`src/hdl/h264aub_pkg.sv`:
```
// Package: scan state codes, NAL type codes and header masks for the AU boundary detector.
`timescale 1ns / 1ps
package h264aub_pkg;

  localparam int unsigned ScanW = 4;

  // Scan state codes
  localparam logic [ScanW-1:0] ScanZero3  = 4'd0;   // three or more zeros seen
  localparam logic [ScanW-1:0] ScanZero2  = 4'd1;   // two zeros seen
  localparam logic [ScanW-1:0] ScanZero1  = 4'd2;   // one zero seen
  localparam logic [ScanW-1:0] ScanHdr3   = 4'd4;   // header after 00 00 01
  localparam logic [ScanW-1:0] ScanHdr4   = 4'd5;   // header after 00 00 00 01
  localparam logic [ScanW-1:0] ScanIdle   = 4'd7;   // hunting for a zero byte
  localparam logic [ScanW-1:0] ScanLast   = 4'd13;  // highest meaningful code
  localparam logic [ScanW-1:0] ScanSlcOfs = 4'd8;   // header -> second-slice test
  localparam logic [ScanW-1:0] ScanToggle = 4'd5;   // zero count -> header on 01
  localparam logic [2:0]       BackMask   = 3'd5;

  // NAL unit types
  localparam logic [4:0] NalSliceNonIdr = 5'd1;
  localparam logic [4:0] NalSlicePartA  = 5'd2;
  localparam logic [4:0] NalSliceIdr    = 5'd5;
  localparam logic [4:0] NalSei         = 5'd6;
  localparam logic [4:0] NalSps         = 5'd7;
  localparam logic [4:0] NalPps         = 5'd8;
  localparam logic [4:0] NalAud         = 5'd9;

  localparam logic [7:0] NalTypeMask = 8'h1F;
  localparam logic [7:0] FirstMbMask = 8'h80;

endpackage

```
`src/hdl/h264_access_unit_boundary_detector_top.sv`:
```
// Top level: H.264 Annex B access unit boundary detector, one byte per word.
//
//   channel   dir  tdata                       tuser           tlast
//   s_axis    in   [7:0] data_byte             -               end_of_stream
//   m_axis    out  [2:0] boundary_back, pad 0  boundary_found  stream_closed
//
// Throughput is one byte per clock while the output is not stalled; the result
// word is registered in the output register on input acceptance. The byte is
// decoded against the scan state in one short combinational step and the state
// updates on accept. Reset puts the scan in the idle hunt with no frame started.
// A stalled output holds its word; the input is taken whenever the output
// register is empty or being drained in the same cycle.
`timescale 1ns / 1ps
module h264_access_unit_boundary_detector_top (
  input  logic       clk_i,
  input  logic       rst_ni,
  input  logic       s_axis_tvalid_i,
  output logic       s_axis_tready_o,
  input  logic [7:0] s_axis_tdata_i,   // [7:0] data_byte
  input  logic       s_axis_tlast_i,   // end_of_stream
  output logic       m_axis_tvalid_o,
  input  logic       m_axis_tready_i,
  output logic [7:0] m_axis_tdata_o,   // [2:0] boundary_back, [7:3] zero
  output logic       m_axis_tuser_o,   // boundary_found
  output logic       m_axis_tlast_o    // stream_closed
);
  import h264aub_pkg::*;

  logic [ScanW-1:0] scan_q, scan_d;
  logic             frame_q, frame_d;
  logic             out_vld_q, out_vld_d;
  logic [2:0]       back_q, back_d;
  logic             found_q, found_d;
  logic             closed_q, closed_d;

  logic             in_acc;
  logic [ScanW-1:0] s_cur;
  logic [4:0]       nal_type;
  logic             ends_frame, is_slice;

  assign s_axis_tready_o = !out_vld_q || m_axis_tready_i;
  assign in_acc          = s_axis_tvalid_i && s_axis_tready_o;

  assign s_cur    = (scan_q > ScanLast) ? ScanIdle : scan_q;
  assign nal_type = 5'(s_axis_tdata_i & NalTypeMask);

  always_comb begin
    ends_frame = 1'b0;
    is_slice   = 1'b0;
    case (nal_type)
      NalSliceNonIdr: begin
        ends_frame = 1'b1;
        is_slice   = 1'b1;
      end
      NalSlicePartA, NalSliceIdr: begin
        is_slice = 1'b1;
      end
      NalSei, NalSps, NalPps, NalAud: begin
        ends_frame = 1'b1;
      end
      default: begin
      end
    endcase
  end

  // Next scan state, frame flag and result for the byte on the input.
  always_comb begin
    scan_d  = s_cur;
    frame_d = frame_q;
    found_d = 1'b0;
    back_d  = 3'd0;
    if (s_axis_tlast_i) begin
      scan_d  = ScanIdle;
      frame_d = 1'b0;
    end else if (s_cur == ScanIdle) begin
      if (s_axis_tdata_i == 8'd0) begin
        scan_d = ScanZero1;
      end
    end else if (s_cur <= ScanZero1) begin
      if (s_axis_tdata_i == 8'd1) begin
        scan_d = s_cur ^ ScanToggle;
      end else if (s_axis_tdata_i != 8'd0) begin
        scan_d = ScanIdle;
      end else begin
        scan_d = s_cur >> 1;
      end
    end else if (s_cur <= ScanHdr4) begin
      if (ends_frame && frame_q) begin
        found_d = 1'b1;
        back_d  = (s_cur[2:0] & BackMask) - 3'd1;
        frame_d = (nal_type == NalSliceNonIdr);
        scan_d  = ScanIdle;
      end else if (is_slice && frame_q) begin
        scan_d = s_cur + ScanSlcOfs;
      end else begin
        if (is_slice) begin
          frame_d = 1'b1;
        end
        scan_d = ScanIdle;
      end
    end else begin
      // second slice: first_mb_in_slice == 0 opens a new unit
      if ((s_axis_tdata_i & FirstMbMask) != 8'd0) begin
        found_d = 1'b1;
        back_d  = s_cur[2:0] & BackMask;
        frame_d = 1'b1;
      end
      scan_d = ScanIdle;
    end
  end

  assign closed_d  = s_axis_tlast_i;
  assign out_vld_d = in_acc ? 1'b1 : (m_axis_tready_i ? 1'b0 : out_vld_q);

  always_ff @(posedge clk_i or negedge rst_ni) begin
    if (!rst_ni) begin
      scan_q    <= ScanIdle;
      frame_q   <= 1'b0;
      out_vld_q <= 1'b0;
    end else begin
      out_vld_q <= out_vld_d;
      if (in_acc) begin
        scan_q  <= scan_d;
        frame_q <= frame_d;
      end
    end
  end

  always_ff @(posedge clk_i) begin
    if (in_acc) begin
      found_q  <= found_d;
      back_q   <= back_d;
      closed_q <= closed_d;
    end
  end

  assign m_axis_tvalid_o = out_vld_q;
  assign m_axis_tdata_o  = {5'd0, back_q};
  assign m_axis_tuser_o  = found_q;
  assign m_axis_tlast_o  = closed_q;

  // Checks on the internal logic
  a_eos_resets: assert property (@(posedge clk_i) disable iff (!rst_ni)
    in_acc && s_axis_tlast_i |=> scan_q == ScanIdle && !frame_q)
    else $error("end of stream did not reset the scan");

  a_back_range: assert property (@(posedge clk_i) disable iff (!rst_ni)
    out_vld_q && found_q |-> back_q == 3'd3 || back_q == 3'd4 || back_q == 3'd5)
    else $error("boundary distance out of range");

  a_no_back_idle: assert property (@(posedge clk_i) disable iff (!rst_ni)
    out_vld_q && !found_q |-> back_q == 3'd0)
    else $error("distance without boundary");

  a_closed_quiet: assert property (@(posedge clk_i) disable iff (!rst_ni)
    out_vld_q && closed_q |-> !found_q)
    else $error("boundary reported on end of stream");

  a_found_frame: assert property (@(posedge clk_i) disable iff (!rst_ni)
    in_acc && found_d |-> frame_q)
    else $error("boundary without a started frame");

endmodule

```
`config.mk`:
```
export PLATFORM = sky130hd
export DESIGN_NAME = h264_access_unit_boundary_detector_top
export DESIGN_NICKNAME = d
export VERILOG_FILES = /design/src/hdl/h264aub_pkg.sv /design/src/hdl/h264_access_unit_boundary_detector_top.sv
export SDC_FILE = /design/constraint.sdc
export NUM_CORES = 1
export LEC_CHECK = 0
export BUFFER_PORTS_ARGS = -buffer_cell sky130_fd_sc_hd__buf_2
export CAP_MARGIN = 40
export CELL_PAD_IN_SITES_DETAIL_PLACEMENT = 0
export CELL_PAD_IN_SITES_GLOBAL_PLACEMENT = 2
export CORE_MARGIN = 10
export CORE_UTILIZATION = 32
export CTS_BUF_LIST = sky130_fd_sc_hd__clkbuf_8
export CTS_CLUSTER_DIAMETER = 60
export DETAILED_ROUTE_END_ITERATION = 10
export GPL_ROUTABILITY_DRIVEN = 0
export PLACE_DENSITY_LB_ADDON = 0.1
export SLEW_MARGIN = 0
export SYNTH_ARGS = -nofsm -noshare
export SYNTH_HDL_FRONTEND = slang
export SYNTH_SLANG_ARGS = --single-unit
export TNS_END_PERCENT = 5
```
`constraint.sdc`:
```
create_clock -name clk_i -period 4.7 [get_ports clk_i]
set_input_delay 0.94 -clock clk_i [delete_from_list [all_inputs] [get_ports clk_i]]
set_output_delay 0.94 -clock clk_i [all_outputs]
set_load 0.02 [all_outputs]
```
==> results.cfg <==
[power_and_ir_drop]
leakage_nw = 0.3959
power.density_nw_per_um2 = 338.2
total_power_w = 0.0003186
peakVddDrop_uv = 254.1

[floorplan]
initial_core_util_pct = 33.38
row_count = 18
fp.dieH_um = 70.61
dieWidth_um = 70.61
core_um2 = 2455
ios = 25
die_area_um2 = 4985

[critical_path]
worstRegToRegCells = 5
cp_common_cell = buf_2
required_ns = 3.76
reg2reg_from = scan_q[3]
path_buf_inv = 2
r2r-end = frame_q
max_stage_delay_ns = 0.17
crit_arrival_ns = 1.36
ff2ff_setup_slack_ns = 2.81
crit_chain = buf_2, nand2b_1, buf_2
crit_family = buffers and inverters
slowest_stage = buf_2
startpoint_type = input port
critPathMaxFanout = 3
critical_path_class = in2out
endpoint_kind = output port

[logic_synthesis]
synth_top_area_share_pct = 18.32
synthCells = 97
ys_ff_latch = 11
yosys_warnings = 0
synth.avg_cell_area_um2 = 8.449
synth_area_um2 = 819.5
yosysTopAreaCell = edfxtp_1
synth_cell_types = 40
ys_seq_area_share_pct = 37.10
netlist_top_cells_area = edfxtp_1 18%, dfstp_2 9.6%, dfrtp_1 9.2%, nand2_1 6.9%, buf_4 5.5%

[cts]
clockRootBuffer = clkbuf_8
clkTransAtPathRegs_ns = 0.05
cts-buffers-inserted = 3
post_cts_resized = 0
clk_latency_ns = 0.24
cts_max_path_buffers = 2
cts_max_level = 1
cts_tree = done
hold_buffers = 0
cts_setup_buffers = 0
clock_sinks = 11

[routing]
viasPerCell = 5.167
finalWirelength_um = 2074
remaining_drc_errors = 0
via_count = 744
ant_nets = 0
drt-wirelength-per-cell_um = 14.40
drt-initial-drc-count = 23
drt_first_pass_iters = 4

[timing]
clock_skew_ns = 0.005695
finalSetupViolCount = 0
period_share_pct = 49.01
slew_headroom_pct = 66.23
fmax_ghz = 0.4341
fin_setup_tns_ns = 0
worst_pin_slew_ns = 0.5019
rsz0062_at_grt = no
hold_viol_final = 0
drv_slew = 0
fin_crit_ns = 2.304

[finish]
finalInstanceArea_um2 = 942.2
final_net_count = 128
antenna_cells = 0
final_cells = 144
syn_to_final_growth_pct = 14.96
drive_above_1_share_pct = 25.44
utilization_pct = 38.38

[placement]
place_area_um2 = 897.1
dp_cells = 140
post-dp-hpwl_um = 1669
port_buffers = 19

[status]
run_status = complete, no violations

[global_route]
track_usage_pct = 8.456
grt_pass1_wl_um = 3594
grt_pass1_vias = 758
grt_max_degree = 12
antenna_found_initial = 0
overflow = 0

[hold_path]
hold_class = in2async

[job]
drv_cap = 0
-- worst max-delay path by stage --
stage	start	to	cells after the start
floorplan	s_axis_tdata_i[0]	frame_q	7
global placement	s_axis_tdata_i[1]	frame_q	7
detailed placement	s_axis_tdata_i[1]	frame_q	7
CTS	m_axis_tready_i	s_axis_tready_o	3
global route	s_axis_tdata_i[1]	frame_q	7
finish	m_axis_tready_i	s_axis_tready_o	3
-- flip-flops by register name (all words and copies together) (netlist names) --
register and cells:
back_q 3, frame_q 1, m_axis_tlast_o 1, m_axis_tuser_o 1
m_axis_tvalid_o 1, scan_q 4
-- kinds of logic (layout without fill, tap and decap cells) --
| family | Yosys count | after routing | synth area share, % |
|---|---|---|---|
| flip-flops | 11 | 11 | 37.10 |
| AO/OA/AOI/OAI | 25 | 25 | 21.38 |
| AND/OR/NAND/NOR | 47 | 47 | 31.14 |
| other | 1 | 5 | 0.4576 |
| buffers and inverters | 13 | 26 | 9.923 |
-- cells in the mapped netlist, drive strengths merged --
master   number
a2111o        1
clkbuf        1
nor4          1
dfstp         3
nand3b        1
buf           9
dfrtp         3
and2b         1
conb          1
nor2          9
o22ai         1
o211ai        1
a211oi        2
nand2b        5
a32oi         1
inv           3
a211o         1
a221oi        1
and4b         1
nand2        15
a22oi         1
o2bb2ai       1
a31oi         3
edfxtp        5
and3b         1
nor3b         1
o21a          1
nor4b         2
or3           2
a2111oi       1
a21oi         4
nor3          5
o21ai         6
nand3         3
-- metal layers --
metal | vias to the layer above | GRT usage [%] | wire (um)
met3 | 2 | 4.184 | 135
li1 | 383 | - | -
met2 | 19 | 14.97 | 1001
met1 | 340 | 8.939 | 919
met5 | - | 0 | 0
met4 | 0 | 1.505 | 17
-- metrics by stage --
| stage | hold WS [ns] | worst slack, ns |
|---|---|---|
| final | 0.5173 | 2.396 |
| after CTS | 0.5185 | 2.401 |
| after global routing | 0.5170 | 2.358 |
| after global placement | 0.5048 | 2.180 |
| after detailed placement | 0.5235 | 2.163 |
| after floorplan | 0.5619 | 2.466 |
-- final cells by class --
type / count / area, um2
Clock buffer: 3 / 41.29
Clock inverter: 1 / 3.754
Fill cell: 260 / 1513
Inverter: 3 / 11.26
Multi-Input combinational cell: 77 / 449.2
Sequential cell: 11 / 304.0
Tap cell: 30 / 37.54
Timing Repair Buffer: 19 / 95.09
-- power breakdown --
group | switching, W | internal [W] | total [W]
sequential | 0.0000211 | 0.000117 | 0.000138
clock | 0.0000342 | 0.0000572 | 0.0000914
combinational | 0.0000540 | 0.0000354 | 0.0000894
-- placed cells by master, fill, tap and decap left out, types with 2 or more instances in the layout --
master and count:
inv_1 4, conb_1 5, edfxtp_1 5, nand3_1 3
dfrtp_1 3, buf_2 19, o21ai_1 2, nor3_1 5
clkbuf_8 3, or3_1 2, nand2_1 15, nor2_1 8
nand2b_1 4, o21ai_0 4, dfstp_2 3, a21oi_1 4
a31oi_1 3, a211oi_1 2
Note: power is estimated with default switching activity, not from simulation.
